`config.mk`:
```
export PLATFORM = sky130hd
export DESIGN_NAME = crc8_programmable_poly_stream
export DESIGN_NICKNAME = d
export VERILOG_FILES = /design/src/hdl/crc8ps_pkg.sv /design/src/hdl/crc8ps_core.sv /design/src/hdl/crc8ps_out_reg.sv /design/src/hdl/crc8_programmable_poly_stream.sv
export SDC_FILE = /design/constraint.sdc
export NUM_CORES = 1
export LEC_CHECK = 0
export ABC_AREA = 1
export BUFFER_PORTS_ARGS = -buffer_cell sky130_fd_sc_hd__buf_2
export CAP_MARGIN = 20
export CORE_UTILIZATION = 45
export CTS_CLUSTER_SIZE = 10
export DETAILED_ROUTE_END_ITERATION = 8
export PLACE_DENSITY = 0.67
export SLEW_MARGIN = 20
export SYNTH_ARGS = -nofsm -noshare
export SYNTH_HDL_FRONTEND = slang
export SYNTH_SLANG_ARGS = --single-unit
```
`constraint.sdc`:
```
create_clock -name clk -period 2.5 [get_ports clk]
set_input_delay 0.25 -clock clk [delete_from_list [all_inputs] [get_ports clk]]
set_output_delay 0.25 -clock clk [all_outputs]
set_load 0.03 [all_outputs]
```
`src/hdl/crc8ps_pkg.sv`:
```
`default_nettype none
package crc8ps_pkg;

  localparam logic [7:0] CrcInit    = 8'hFF;
  localparam logic [7:0] CrcTopBit  = 8'h80;
  localparam logic [7:0] PolyReset  = 8'h1D;

  typedef struct packed {
    logic       en;
    logic       last;
    logic [7:0] data;
  } step_t;

  function automatic logic [7:0] crc_absorb(input logic [7:0] crc,
                                            input logic [7:0] data,
                                            input logic [7:0] poly);
    logic [7:0] r;
    r = crc ^ data;
    for (int k = 0; k < 8; k++) begin
      if ((r & CrcTopBit) != 8'h00) begin
        r = {r[6:0], 1'b0} ^ poly;
      end else begin
        r = {r[6:0], 1'b0};
      end
    end
    return r;
  endfunction

endpackage
`default_nettype wire

```
`src/hdl/crc8ps_core.sv`:
```
`default_nettype none
module crc8ps_core (
  input  wire logic                clk,
  input  wire logic                rst,
  input  wire crc8ps_pkg::step_t   step,
  input  wire logic [7:0]          poly,
  output logic [7:0]               result
);
  import crc8ps_pkg::*;

  logic [7:0] crc;
  logic [7:0] crc_next;

  assign result = crc_absorb(crc, step.data, poly);

  always_comb begin
    crc_next = crc;
    if (step.en) begin
      crc_next = step.last ? CrcInit : result;
    end
  end

  always_ff @(posedge clk) begin
    if (rst) begin
      crc <= CrcInit;
    end else begin
      crc <= crc_next;
    end
  end

`ifndef SYNTH
  // message boundary restarts the register
  a_reload: assert property (@(posedge clk) disable iff (rst)
    (step.en && step.last) |=> (crc == CrcInit))
    else $error("crc not reloaded after last byte");
`endif

endmodule
`default_nettype wire

```
`src/hdl/crc8ps_out_reg.sv`:
```
`default_nettype none
module crc8ps_out_reg (
  input  wire logic       clk,
  input  wire logic       rst,
  input  wire logic       load,
  input  wire logic [7:0] value,
  input  wire logic       stall,
  output logic            valid,
  output logic [7:0]      data
);
  import crc8ps_pkg::*;

  always_ff @(posedge clk) begin
    if (rst) begin
      valid <= 1'b0;
    end else if (load) begin
      valid <= 1'b1;
    end else if (!stall) begin
      valid <= 1'b0;
    end
  end

  always_ff @(posedge clk) begin
    if (load) begin
      data <= value;
    end
  end

`ifndef SYNTH
  // never overwrite a request that is still waiting
  a_no_overwrite: assert property (@(posedge clk) disable iff (rst)
    (valid && stall) |-> !load)
    else $error("result overwritten while stalled");
`endif

endmodule
`default_nettype wire

```
`src/hdl/crc8_programmable_poly_stream.sv`:
```
`default_nettype none
// Flow: a byte accepted into s1 updates the CRC as it leaves s1 and, if last,
//   raises crc_valid at that edge; a last byte behind a stalled result waits.
// Throughput: one byte per cycle; non-last bytes keep flowing while a result
//   waits, a second last byte stalls the input until that result is taken.
// Reset (rst, synchronous, active high): CRC = 0xFF, polynomial = 0x1D,
//   no request held.
module crc8_programmable_poly_stream (
  input  wire logic       clk,
  input  wire logic       rst,
  input  wire logic       poly_we,
  input  wire logic [7:0] poly_wdata,
  input  wire logic       data_valid,
  output logic            data_stall,
  input  wire logic [7:0] data_byte,
  input  wire logic       is_last,
  output logic            crc_valid,
  input  wire logic       crc_stall,
  output logic [7:0]      crc_value
);
  import crc8ps_pkg::*;

  logic       poly;
  logic [7:0] crc_poly;
  logic       s1_valid;
  logic       s1_last;
  logic [7:0] s1_data;
  logic       s1_adv;
  logic       accept;
  step_t      step;
  logic [7:0] result;

  assign s1_adv     = s1_valid && (!s1_last || !crc_valid || !crc_stall);
  assign data_stall = s1_valid && !s1_adv;
  assign accept     = data_valid && !data_stall;
  assign poly       = poly_we;

  always_ff @(posedge clk) begin
    if (rst) begin
      crc_poly <= PolyReset;
    end else if (poly) begin
      crc_poly <= poly_wdata;
    end
  end

  always_ff @(posedge clk) begin
    if (rst) begin
      s1_valid <= 1'b0;
    end else if (accept) begin
      s1_valid <= 1'b1;
    end else if (s1_adv) begin
      s1_valid <= 1'b0;
    end
  end

  always_ff @(posedge clk) begin
    if (accept) begin
      s1_data <= data_byte;
      s1_last <= is_last;
    end
  end

  always_comb begin
    step.en   = s1_adv;
    step.last = s1_last;
    step.data = s1_data;
  end

  crc8ps_core u_core (
    .clk    (clk),
    .rst    (rst),
    .step   (step),
    .poly   (crc_poly),
    .result (result)
  );

  crc8ps_out_reg u_out (
    .clk   (clk),
    .rst   (rst),
    .load  (s1_adv && s1_last),
    .value (result),
    .stall (crc_stall),
    .valid (crc_valid),
    .data  (crc_value)
  );

`ifndef SYNTH
  a_stall_held: assert property (@(posedge clk) disable iff (rst)
    data_stall |-> (s1_valid && s1_last))
    else $error("input stalled without a pending last byte");

  a_last_out: assert property (@(posedge clk) disable iff (rst)
    (s1_adv && s1_last) |=> crc_valid)
    else $error("last byte gave no request");

  a_blocked: assert property (@(posedge clk) disable iff (rst)
    (s1_valid && s1_last && crc_valid && crc_stall) |-> data_stall)
    else $error("last byte not held behind stalled result");
`endif

endmodule
`default_nettype wire
```
==> flow_summary_export.csv <==
group,metric,value,unit
grt,grt_antenna_before_repair,0,
power,cellPowerDensity,1000,nW/um^2
power,design_power,3.54,mW
synth,netlist_top_cells_count,"sky130_fd_sc_hd__nand2_1 (133), sky130_fd_sc_hd__inv_1 (50), sky130_fd_sc_hd__nand3_1 (48), sky130_fd_sc_hd__nor2_1 (22), sky130_fd_sc_hd__dfxtp_1 (18)",
critical_path,critPathBufInv,3,
grt,first_global_vias,2362,
synth,synth_fp_nets,413,
synth,syn-instance-count,391,
clock_tree,clock_tree_from_tritoncts,"yes",
critical_path,slowest_delay,0.45,ns
critical_path,path_depth,24,
placement,preCtsSetupSlack,-0.501,ns
grt,gr-usage-met1,27.0,%
synth,ys_seq_elements,35,
power,power_leakage,1.77,nW
timing,max_slew.worst_pin.slew,0.682,ns
clock_tree,clock_insertion_delay_at_the_later_pin_of_the_skew_report,0.29,ns
floorplanning,fp.coreArea,5570,sq um
grt,met3_usage,2.09,%
floorplanning,vertical_die_dimension,78.3,um
floorplanning,chipWidth,78.3,um
drt,drc,0,
timing,minimum_clock_period_after_layout,2.97,ns
grt,pin_count_of_the_biggest_net_entering_global_routing,14,
synth,netlist.top_cell.by_area,"sky130_fd_sc_hd__edfxtp_1",
status,status,"finished with violations",
timing,timing.final.ws_setup,-0.471,ns
finish,areaGrowthSynthToFinish,34.6,%
synth,yosys.area.top_type_share,19.5,%
grt,busiest_metal_layer_after_global_routing,"met2",
critical_path,critical_path.cell_chain,"inv_2 -> nand2_2 -> nand2_4 -> nand3_4 -> nand2_8 -> nand2_4 -> nand2_4 -> nand3_4 -> nor2_2 -> nor2_8 -> nand3_4 -> nand2_8 -> nand2_2 -> nand2_4 -> nand2_8 -> nand2_4 -> nand2_4 -> nand2_8 -> inv_2 -> nor2_1 -> nor2_1 -> inv_1 -> nand2_1 -> nand2_2",
timing,timing.fmax,337,MHz
synth,ys.warnings.count,0,
timing,setup_repair_after_global_routing_missed_its_margin,"yes",
timing,totalNegativeSetupSlack,-6.51,ns
drt,dr.first_iter.drc_count,93,
clock_tree,ctsRootBufferMaster,"sky130_fd_sc_hd__clkbuf_8",
synth,post-synth-top-count-cell,"sky130_fd_sc_hd__nand2_1",
clock_tree,clock_tree.htree_level_count,2,
finish,drive_gt1_share,36.7,%
timing,setup_viol_count_final,16,
finish,design.final.nets,468,
critical_path,cp-end-kind,"flip-flop",
critical_path,timing.reg2reg.worst_path_depth,24,
synth,synth_seq_area_share,33.2,%
timing,worst_hold_slack,0.140,ns
floorplanning,initial_core_util,47.0,%
drt,post_drt_wl_per_cell,12.5,um
synth,netlist_area_before_placement,2620,sq um
finish,postLayoutCoreUtil,63.3,%
timing,timing.slew.headroom,54.4,%
grt,track_usage,22.0,%
grt,groute.layer.met2.usage,39.9,%
drt,drt-pass1-iter-count,5,
drt,postRouteWirelength,6470,um
critical_path,crit_end,"u_out.data[2]",
timing,finClkSkew,0.00991,ns
critical_path,crit_fanout,7,
clock_tree,cts.clk_slew.worst_paths,0.07,ns
placement,numPortBuffers,31,
clock_tree,cts.hold.buffers_added,0,
timing,report.final.hold_viol_count,0,
drt,drt_antenna_net_count,0,
critical_path,crit_path_max_delay_family,"simple AND/OR/NAND/NOR gates",
hold_path,hold_path_class,"primary input to flip-flop",
critical_path,required_time_of_the_critical_path,2.54,ns
drt,vias,2513,
placement,routabilityCongestion,0.830,
critical_path,criticalPathCategory,"flip-flop to flip-flop",
critical_path,worst_ep_arrival_time,3.01,ns
status,violations,"negative setup slack",
placement,dpl.hpwl,4870,um
critical_path,cp-start-kind,"flip-flop",
drt,vias_per_cell,4.84,
critical_path,slowest_stage,"sky130_fd_sc_hd__edfxtp_1",
flow_run,maxCapViolCount,0,
finish,antennaDiodeCount,0,
critical_path,timing.rr.start,"s1_data[7]",
critical_path,worst_path_most_repeated_cell,"sky130_fd_sc_hd__nand2_4",
critical_path,worst_setup_startpoint,"s1_data[7]",
synth,number_of_distinct_library_cells_after_synthesis,22,
grt,grt-ovfl-total,0,
clock_tree,clock_sinks,35,
synth,synth_ff_type,"sky130_fd_sc_hd__dfxtp_1",
synth,synth-edff-count,17,
timing,finalMaxSlewViolations,0,
floorplanning,rows,27,
critical_path,r2r_endpoint,"u_out.data[2]",
clock_tree,clock_tree.buffer_depth,2,
hold_path,worstHoldPathCells,1,
synth,netlist_top_cells_area,"sky130_fd_sc_hd__edfxtp_1 (19%), sky130_fd_sc_hd__nand2_1 (19%), sky130_fd_sc_hd__dfxtp_1 (14%)",
clock_tree,number_of_cts_inserted_buffers,5,
grt,grt_first_pass_wirelength,10400,um
synth,synth_async_sr_flop_share,0,%
floorplanning,dieArea,6130,sq um
power,power.ir.vdd_worst,569,uV
timing,fin_crit_sh,119,%
synth,syn_avg_cell_area,6.70,sq um
critical_path,ff2ff_setup_slack,-0.47,ns
floorplanning,top_level_ports,32,
cell type report:
class	count	area [sq um]
fillers	489	2050
multi-input cells	290	1850
flip-flops and latches	35	876
repair buffers	59	398
inverters	55	211
clock buffers	6	93.8
well taps	72	90.1
clock inverters	2	13.8
sequential cells by signal, indices dropped and copies added (netlist names):
| name | flops |
|---|---|
| crc_poly | 8 |
| u_core.crc | 8 |
| u_out.valid | 1 |
| s1_data | 8 |
| s1_valid | 1 |
| u_out.data | 8 |
| s1_last | 1 |
cell families after synthesis:
kind of cell	after synthesis	synth area share (%)
AND/OR/NAND/NOR	232	41.3
buffers and inverters	67	10.8
flip-flops	35	33.2
AO/OA/AOI/OAI	31	6.01
XOR/XNOR	26	8.69
cells in the final DEF (no fill, tap or decap), drive strengths merged, types with 13 or more instances in the layout:
master,count
inv,55
buf,59
nand2,151
nand3,56
a21oi,17
edfxtp,17
o21ai,13
dfxtp,18
xnor2,14
nor2,26
stage by stage:
step / area (sq um) / std cells
CTS: 3330 / 518
global route: 3530 / 519
floorplan: 2680 / 391
global placement: 3070 / 507
detailed placement: 3070 / 507
finish: 3530 / 519
worst min-delay path by stage:
stage                       from  slack (ns)    endpoint
floorplan                    rst        0.32    s1_valid
CTS                      is_last        0.13     s1_last
global route        data_byte[1]        0.13  s1_data[1]
detailed placement  data_byte[1]        0.43  s1_data[1]
global placement    data_byte[1]        0.43  s1_data[1]
finish              data_byte[4]        0.14  s1_data[4]
routing by layer:
layer / vias up / share of wire, %
li1: 1328 / -
met1: 1109 / 45
met2: 68 / 50
met3: 8 / 3.9
met4: 0 / 1.5
met5: - / 0
power breakdown:
| part | internal [mW] | switching (mW) | total (mW) | leakage [nW] |
|---|---|---|---|---|
| logic | 0.893 | 1.44 | 2.33 | 1.40 |
| clock network | 0.256 | 0.205 | 0.461 | 0.0563 |
| registers | 0.710 | 0.0370 | 0.747 | 0.311 |
repair_timing:
item	4_1_cts	5_1_grt
setup buffers	2	1
pin swaps	2	36
endpoints found under the setup margin	16	16
gates cloned	1	0
gates resized for setup	32	48
No activity file was read; power rests on OpenSTA's default activity.
